===== config.mk =====
export PLATFORM = sky130hd
export DESIGN_NAME = esmf_grade
export DESIGN_NICKNAME = d
export VERILOG_FILES = /design/src/hw/rtl/esmf_pkg.sv /design/src/hw/rtl/esmf_grade.sv
export SDC_FILE = /design/constraint.sdc
export NUM_CORES = 1
export LEC_CHECK = 0
export ABC_AREA = 1
export BUFFER_PORTS_ARGS = -buffer_cell sky130_fd_sc_hd__buf_2
export CORE_MARGIN = 5
export CORE_UTILIZATION = 54
export DETAILED_ROUTE_END_ITERATION = 12
export PLACE_DENSITY = 0.92
export SLEW_MARGIN = 40
export SYNTH_ARGS = -nofsm -noshare
export SYNTH_HDL_FRONTEND = slang
export SYNTH_SLANG_ARGS = --single-unit

===== constraint.sdc =====
create_clock -name vclk -period 18.85
set_input_delay 3.77 -clock vclk [all_inputs]
set_output_delay 3.77 -clock vclk [all_outputs]
set_load 0.05 [all_outputs]

===== src/hw/rtl/esmf_pkg.sv =====
// shared types, constants and helpers for the ecg segment mask fiducial post block
package esmf_pkg;

	localparam int WINDOW_LEN  = 512;
	localparam int NUM_CLASSES = 4;
	localparam int POS_W       = $clog2(WINDOW_LEN);
	localparam int CNT_W       = POS_W + 1;
	localparam int SUM_W       = 26;
	localparam int PROD_W      = 17 + CNT_W + 1;
	localparam int IN_DATA_W   = 96;
	localparam int OUT_DATA_W  = 8;
	localparam int CFG_ADDR_W  = 3;
	localparam int CFG_DATA_W  = 16;
	localparam int RUN_MIN     = 2;

	typedef enum logic [CFG_ADDR_W-1:0] {
		REG_PAD_LEN   = 3'd0,
		REG_SEG_THR   = 3'd1,
		REG_QOS_GOOD  = 3'd2,
		REG_QOS_FAIR  = 3'd3,
		REG_QOS_POOR  = 3'd4,
		REG_BAD_MEAN  = 3'd5
	} reg_idx_t;

	typedef enum logic {
		REQ_LOAD = 1'b0,
		REQ_READ = 1'b1
	} req_t;

	typedef struct packed {
		logic [1:0]  cls;
		logic [1:0]  qual;
		logic [15:0] mag;
	} entry_t;

	typedef struct packed {
		logic        we;
		logic [POS_W-1:0] waddr;
		entry_t      wdata;
		logic        re;
		logic [POS_W-1:0] raddr;
		logic        fwe;
		logic [POS_W-1:0] fwaddr;
		logic [1:0]  fwdata;
		logic        fre;
		logic [POS_W-1:0] fraddr;
	} mem_req_t;

	typedef struct packed {
		logic [1:0]         cls;
		logic [1:0]         qual;
		logic signed [15:0] best;
		logic [15:0]        mag;
	} grade_t;

	function automatic logic is_pad(input logic [POS_W-1:0] p, input logic [7:0] pad);
		logic [CNT_W:0] s;
		s = {2'b00, p} + {{(CNT_W+1-8){1'b0}}, pad};
		return ({1'b0, p} < {{(CNT_W-8){1'b0}}, pad}) || (s >= (CNT_W+1)'(WINDOW_LEN));
	endfunction

endpackage


===== src/hw/rtl/esmf_grade.sv =====
// argmax, threshold and quality grading of one load word
module esmf_grade (
	input  logic signed [15:0] sample,
	input  logic signed [15:0] score_zero,
	input  logic signed [15:0] score_one,
	input  logic signed [15:0] score_two,
	input  logic signed [15:0] score_three,
	input  logic signed [15:0] seg_threshold,
	input  logic signed [15:0] qos_good_level,
	input  logic signed [15:0] qos_fair_level,
	input  logic signed [15:0] qos_poor_level,
	output esmf_pkg::grade_t   grade
);
	import esmf_pkg::*;

	logic signed [15:0] scores [4];
	logic signed [15:0] best;
	logic [1:0]         best_idx;

	assign scores[0] = score_zero;
	assign scores[1] = score_one;
	assign scores[2] = score_two;
	assign scores[3] = score_three;

	always_comb begin
		best     = scores[0];
		best_idx = 2'd0;
		for (int j = 1; j < NUM_CLASSES; j++) begin
			if (scores[j] > best) begin
				best     = scores[j];
				best_idx = 2'(j);
			end
		end
	end

	always_comb begin
		grade.best = best;
		grade.cls  = (best >= seg_threshold) ? best_idx : 2'd0;
		if (best > qos_good_level)      grade.qual = 2'd3;
		else if (best > qos_fair_level) grade.qual = 2'd2;
		else if (best > qos_poor_level) grade.qual = 2'd1;
		else                            grade.qual = 2'd0;
		grade.mag = sample[15] ? 16'(~sample + 16'sd1) : 16'(sample);
	end

endmodule


==> results of run 1 <==
-- power breakdown --
group          internal (mW)  switching, mW
clock network  0.00000000709              0
registers                  0              0
logic                  0.202          0.456
total                  0.202          0.456
-- worst paths after layout --
| path | slack (ns) | depth (start not counted) | to | startpoint |
|---|---|---|---|---|
| setup / recovery | 3.00 | 43 | grade[35] | score_zero[15] |
| hold / removal | 7.86 | 2 | grade[0] | sample[0] |
-- placed cells by master (no fill, tap or decap), drive strengths merged --
master	netlist	layout
nor2	29	29
xnor2	5	5
nand2	165	165
nor4	4	4
nand4	29	29
nor3b	3	3
nand3	29	29
ha	111	111
buf	5	180
o311ai	1	1
a221oi	2	2
o21ai	27	27
o31ai	1	1
o2111ai	4	4
a22oi	1	1
a21o	1	1
diode	0	1
o21a	6	6
o21bai	2	2
clkinv	2	2
a41oi	1	1
o211ai	1	1
a211oi	1	1
xor2	11	11
o221ai	3	3
a21oi	49	49
nor3	12	12
inv	132	132
nand3b	3	3
-- kinds of logic (layout without fill, tap and decap cells) --
| family | Yosys count | count (layout) | synth area share, % |
|---|---|---|---|
| AO/OA/AOI/OAI | 100 | 100 | 14.7 |
| XOR/XNOR | 16 | 16 | 3.56 |
| adder cells (fa/ha/maj) | 111 | 111 | 35.2 |
| buffers and inverters | 145 | 314 | 14.2 |
| other | 0 | 1 | 0 |
| AND/OR/NAND/NOR | 274 | 274 | 32.3 |
-- layout make-up --
type / count / share of cell area [%]
Antenna cell: 1 / 0.0509
Inverter: 134 / 10.2
Tap cell: 99 / 2.52
Multi-Input combinational cell: 501 / 68.8
Timing Repair Buffer: 180 / 18.3
-- critical path, delay by kind of cell --
| family | cells | cell delay [ns] |
|---|---|---|
| adder cells (fa/ha/maj) | 4 | 1.15 |
| AO/OA/AOI/OAI | 11 | 2.01 |
| buffers and inverters | 5 | 0.98 |
| XOR/XNOR | 2 | 0.32 |
| AND/OR/NAND/NOR | 21 | 3.81 |
-- per-layer routing --
layer | up-vias | GRT usage, % | routed length, µm
met5 | - | 0 | 0
met4 | 0 | 5.81 | 263
met3 | 22 | 2.92 | 1050
met2 | 186 | 46.3 | 5730
met1 | 2091 | 30.0 | 5010
li1 | 2498 | - | -
==> impl_metrics.ini, run 1 <==
[final_layout]
drive_gt1_share_pct = 24.7
fin_area_um2 = 4910
nFillCells = 654
syn2layout_area_growth_pct = 24.6
nClkBuffers = 0
seq_cell_count = 0
fin_cells = 915
register_area_um2 = 0
multiInputGateArea_um2 = 3380
final_core_util_pct = 68.5
num-nets-final = 1072

[grt]
grt_pass1_wl_um = 18900
grt_max_degree = 33
groute.usage.overall_pct = 24.8
grt-ovfl-total = 0
grt_pass1_vias = 4607
antenna_found_initial = 0

[routing]
drc = 0
drt-initial-drc-count = 189
drt_wl_total_um = 12100
ant_nets = 0
wl_per_cell_um = 13.2
vias_per_cell = 5.24
dr_total_vias = 4797
detailedRoute.firstPassIterationCount = 5

[sta]
finalSetupViolations = 0
max_slew_margin_pct = 55.7
finalCritPeriodShare_pct = 84.1
hold_viol = 0
fin_crit_ns = 15.85
slew_viol_final = 0
rsz0062_at_grt = false
hold_slack_ns = 7.86
timing.final.ws_setup_ns = 3.00
fin_tns_setup_ns = 0
worst_pin_slew_ns = 0.662
max_freq_mhz = 63.1

[clocking]
cts_resized = 0
post_cts_buffers = 0
hold_buffers = 0

[placed_design]
dp_cells = 914
io_buffers = 180
dp_hpwl_um = 11000
place_ws_ns = 3.07
place.gp.congestion = 0.919
place_area_um2 = 4910

[setup_path]
critPathSlowestCell = nand3b_1
path_common_cell = nand2_1
cp_max_fo = 32
path_class = in2out
worst_setup_path_start_kind = input port
end_kind = output pin
critical_path.max_stage_delay_ns = 0.54
required_ns = 15.08
arrival_ns = 12.08

[power]
irDropWorstVdd_mv = 0.110
totalPowerFinal_mw = 0.658
p_per_area_nw_per_um2 = 134
power_leakage_nw = 3.11

[synthesis]
synth_most_common_cell = nand2_1
netlist_area_um2 = 3940
syn_area_per_cell_um2 = 6.10
synth_seq_area_share_pct = 0
yosysWarnings = 0
yosysTopAreaCellShare_pct = 35.2
synth_nets = 901
synth.distinct_cells = 39
yosys.area.top_type = ha_1
synth_common_cells = nand2_1 (152), inv_1 (132), ha_1 (111), a21oi_1 (48), nand4_1 (29)
yosys-top-cells-area = ha_1 (35%), nand2_1 (14%), inv_1 (13%)
synthCells = 646

[flow_run]
maxCapViolCount = 0

[floorplan]
ios = 180
core_area_um2 = 7180
initial_utilization_pct = 54.9
die_h_um = 95.4
fp-row-count = 31
die_w_um = 95.4
dieArea_um2 = 9110

[min_path]
hold_class = in2out

[status]
status = finished clean
No activity file was read; power rests on OpenSTA's default activity.
==> inputs of run 2 (changes only) <==
--- a/config.mk
+++ b/config.mk
@@ -8,9 +8,9 @@
 export ABC_AREA = 1
 export BUFFER_PORTS_ARGS = -buffer_cell sky130_fd_sc_hd__buf_2
 export CORE_MARGIN = 5
-export CORE_UTILIZATION = 54
+export CORE_UTILIZATION = 45
 export DETAILED_ROUTE_END_ITERATION = 12
-export PLACE_DENSITY = 0.92
+export PLACE_DENSITY = 0.82
 export SLEW_MARGIN = 40
 export SYNTH_ARGS = -nofsm -noshare
 export SYNTH_HDL_FRONTEND = slang
==> constraint.sdc (replaced) <==
create_clock -name vclk -period 13.45
set_input_delay 2.69 -clock vclk [all_inputs]
set_output_delay 2.69 -clock vclk [all_outputs]
set_load 0.05 [all_outputs]
==> impl_metrics.ini, run 2 (synthesis gave the netlist of run 1 again) <==
[status]
status = finished clean

[setup_path]
end_kind = output pin
path_common_cell = nand2_1
required_ns = 10.76
critical_path_buf_inv_count = 5
path_class = in2out
critical_path.max_stage_delay_ns = 0.42
worst_setup_path_start_kind = input port
arrival_ns = 9.98
cp_max_fo = 32
critPathSlowestCell = o21ai_0
crit_family = compound AO/OA/AOI/OAI gates

[final_layout]
seq_cell_count = 0
final_common_cell = buf_2
nFillCells = 911
diodes = 0
final_cell_mix = buf_2 (180), nand2_1 (152), inv_1 (132)
nClkBuffers = 0
fin_cells = 925
register_area_um2 = 0
syn2layout_area_growth_pct = 25.5
drive_gt1_share_pct = 25.1
num-nets-final = 1074

[grt]
grt-ovfl-total = 0
groute.usage.overall_pct = 19.8
grt_max_degree = 33
grt_pass1_wl_um = 19000
grt_pass1_vias = 4404
antenna_found_initial = 0

[placed_design]
dp_cells = 925
dp_hpwl_um = 10500
place.gp.congestion = 0.901
place_ws_ns = 0.555
io_buffers = 180

[sta]
worst_pin_slew_ns = 0.442
timing.final.ws_setup_ns = 0.779
max_freq_mhz = 78.9
slew_viol_final = 0
fin_crit_ns = 12.67
finalSetupViolations = 0
hold_viol = 0
fin_tns_setup_ns = 0
finalCritPeriodShare_pct = 94.2
max_slew_margin_pct = 70.2
rsz0062_at_grt = false

[min_path]
hold_class = in2out

[routing]
drc = 0
drt_wl_total_um = 11400
dr_total_vias = 4561
drt-initial-drc-count = 125
ant_nets = 0
detailedRoute.firstPassIterationCount = 4
vias_per_cell = 4.93
wl_per_cell_um = 12.3

[flow_run]
maxCapViolCount = 0

[floorplan]
ios = 180
initial_utilization_pct = 45.6
core_area_um2 = 8640
fp-row-count = 34
die_h_um = 104
die_w_um = 104
dieArea_um2 = 10700

[power]
p_per_area_nw_per_um2 = 186
totalPowerFinal_mw = 0.921
power_leakage_nw = 3.12
irDropWorstVdd_mv = 0.233

[clocking]
hold_buffers = 0
run 2: cell count changes in the layout (fill, tap and decap cells not counted), sizes merged:
| cell | previous run | this run |
|---|---|---|
| clkinvlp | 0 | 1 |
| clkinv | 2 | 1 |
| diode | 1 | 0 |
| buf | 180 | 182 |
run 2: routing by layer:
layer / track usage (%) / vias up / part of all wire, %
met5: 0 / - / 0
li1: - / 2504 / -
met3: 3.48 / 8 / 6.5
met2: 35.4 / 126 / 46
met4: 2.06 / 0 / 0.85
met1: 25.6 / 1923 / 47
run 2: what timing repair did:
item	4_1_cts	5_1_grt
buffers inserted	0	0
endpoints found under the setup margin	0	4
resized for setup	0	5
run 2: through the flow:
| stage | cell area (µm²) | hold slack (ns) | util (%) |
|---|---|---|---|
| after global placement | 4940 | 5.70 | 57.2 |
| after CTS | 4940 | 5.71 | 57.2 |
| after global routing | 4950 | 5.71 | 57.3 |
| after detailed placement | 4940 | 5.70 | 57.2 |
| final | 4950 | 5.71 | 57.3 |
| after floorplan | 3940 | 5.55 | - |
run 2: power by group:
group,switching [mW],internal (mW)
logic,0.636,0.285
clock network,0,0
registers,0,0
total,0.636,0.285
run 2: final timing paths:
check | start | end | cells after the start
max | score_zero[15] | grade[34] | 44
min | sample[0] | grade[0] | 2
run 2: area by class of cell:
cell class | instances | area [µm²] | area share (%)
multi-input combinational | 501 | 3390 | 68.5
timing repair buffer | 182 | 916 | 18.5
inverter | 134 | 507 | 10.2
tap | 108 | 135 | 2.73
==> inputs of run 3 (changes only) <==
--- a/config.mk
+++ b/config.mk
@@ -7,7 +7,7 @@
 export LEC_CHECK = 0
 export ABC_AREA = 1
 export BUFFER_PORTS_ARGS = -buffer_cell sky130_fd_sc_hd__buf_2
-export CORE_MARGIN = 5
+export CORE_MARGIN = 2
 export CORE_UTILIZATION = 45
 export DETAILED_ROUTE_END_ITERATION = 12
 export PLACE_DENSITY = 0.82
==> impl_metrics.ini, run 3 (synthesis gave the netlist of run 1 again) <==
[sta]
finalCritPeriodShare_pct = 94.1
finalSetupViolations = 0
worst_pin_slew_ns = 0.482
fin_tns_setup_ns = 0
fin_crit_ns = 12.66
hold_viol = 0
slew_viol_final = 0
timing.final.ws_setup_ns = 0.791
max_slew_margin_pct = 67.5
rsz0062_at_grt = false
max_freq_mhz = 79.0

[routing]
ant_nets = 0
drt_wl_total_um = 11200
drc = 0
vias_per_cell = 4.99
detailedRoute.firstPassIterationCount = 4
drt-initial-drc-count = 154
wl_per_cell_um = 12.1
dr_total_vias = 4618

[final_layout]
nClkBuffers = 0
seq_cell_count = 0
nFillCells = 892
register_area_um2 = 0
diodes = 0
final_cell_mix = buf_2 (180), nand2_1 (152), inv_1 (132)
num-nets-final = 1074
syn2layout_area_growth_pct = 25.5
drive_gt1_share_pct = 25.1
final_common_cell = buf_2

[grt]
grt_pass1_vias = 4341
grt_pass1_wl_um = 18600
groute.usage.overall_pct = 22.5
grt_max_degree = 33
antenna_found_initial = 0
grt-ovfl-total = 0

[floorplan]
dieArea_um2 = 9520
core_area_um2 = 8590
die_h_um = 97.6
ios = 180
initial_utilization_pct = 45.9
die_w_um = 97.6
fp-row-count = 34

[placed_design]
dp_hpwl_um = 10200
io_buffers = 180
place.gp.congestion = 0.922
place_ws_ns = 0.545

[setup_path]
path_common_cell = nand2_1
arrival_ns = 9.97
path_class = in2out
cp_max_fo = 32
required_ns = 10.76
end_kind = output pin
critical_path.max_stage_delay_ns = 0.40
worst_setup_path_start_kind = input port
critPathSlowestCell = a221oi_2

[min_path]
holdPathStages = 2
hold_class = in2out

[clocking]
cts_resized = 0
post_cts_buffers = 0
hold_buffers = 0

[power]
p_per_area_nw_per_um2 = 188
power_leakage_nw = 3.12
irDropWorstVdd_mv = 0.165

[flow_run]
maxCapViolCount = 0

[status]
status = finished clean
run 3: path summary, 6_finish.rpt:
kind	start	to	slack, ns
max	score_zero[5]	grade[32]	0.79
min	sample[0]	grade[0]	5.69
run 3: cell type report:
| cell class | count | area, µm² | area share (%) |
|---|---|---|---|
| repair buffers | 182 | 916 | 18.5 |
| inverters | 134 | 507 | 10.2 |
| multi-input cells | 501 | 3390 | 68.5 |
| well taps | 108 | 135 | 2.73 |
run 3: per-stage QoR:
stage,instance area [µm²],hold WS [ns],instances,util (%),total power [mW]
2_1_floorplan,3940,5.55,646,-,0.705
6_report,4950,5.69,925,57.6,0.928
4_1_cts,4940,5.69,925,57.4,0.926
5_1_grt,4950,5.70,925,57.6,1.04
3_5_place_dp,4940,5.69,925,57.4,0.923
3_3_place_gp,4940,5.69,925,57.4,0.909
run 3: critical path, delay by kind of cell:
| family | cells | cell delay [ns] |
|---|---|---|
| and+or+nand+nor | 19 | 2.32 |
| AOI/OAI and AO/OA | 14 | 2.86 |
| buffers and inverters | 5 | 0.67 |
| adders and majority gates | 4 | 1.27 |
| xor gates and xnor gates | 1 | 0.14 |
run 3: report_power, final:
group          internal, mW  switching, mW  total, mW
sequential                0              0          0
combinational         0.285          0.643      0.928
clock                     0              0          0
total                 0.285          0.643      0.928
run 3: metal layers:
layer | vias up | track usage, % | routed length, µm
met4 | 0 | 3.42 | 140
met5 | - | 0 | 0
met1 | 1946 | 29.0 | 5070
met2 | 154 | 40.6 | 5210
li1 | 2506 | - | -
met3 | 12 | 2.59 | 774
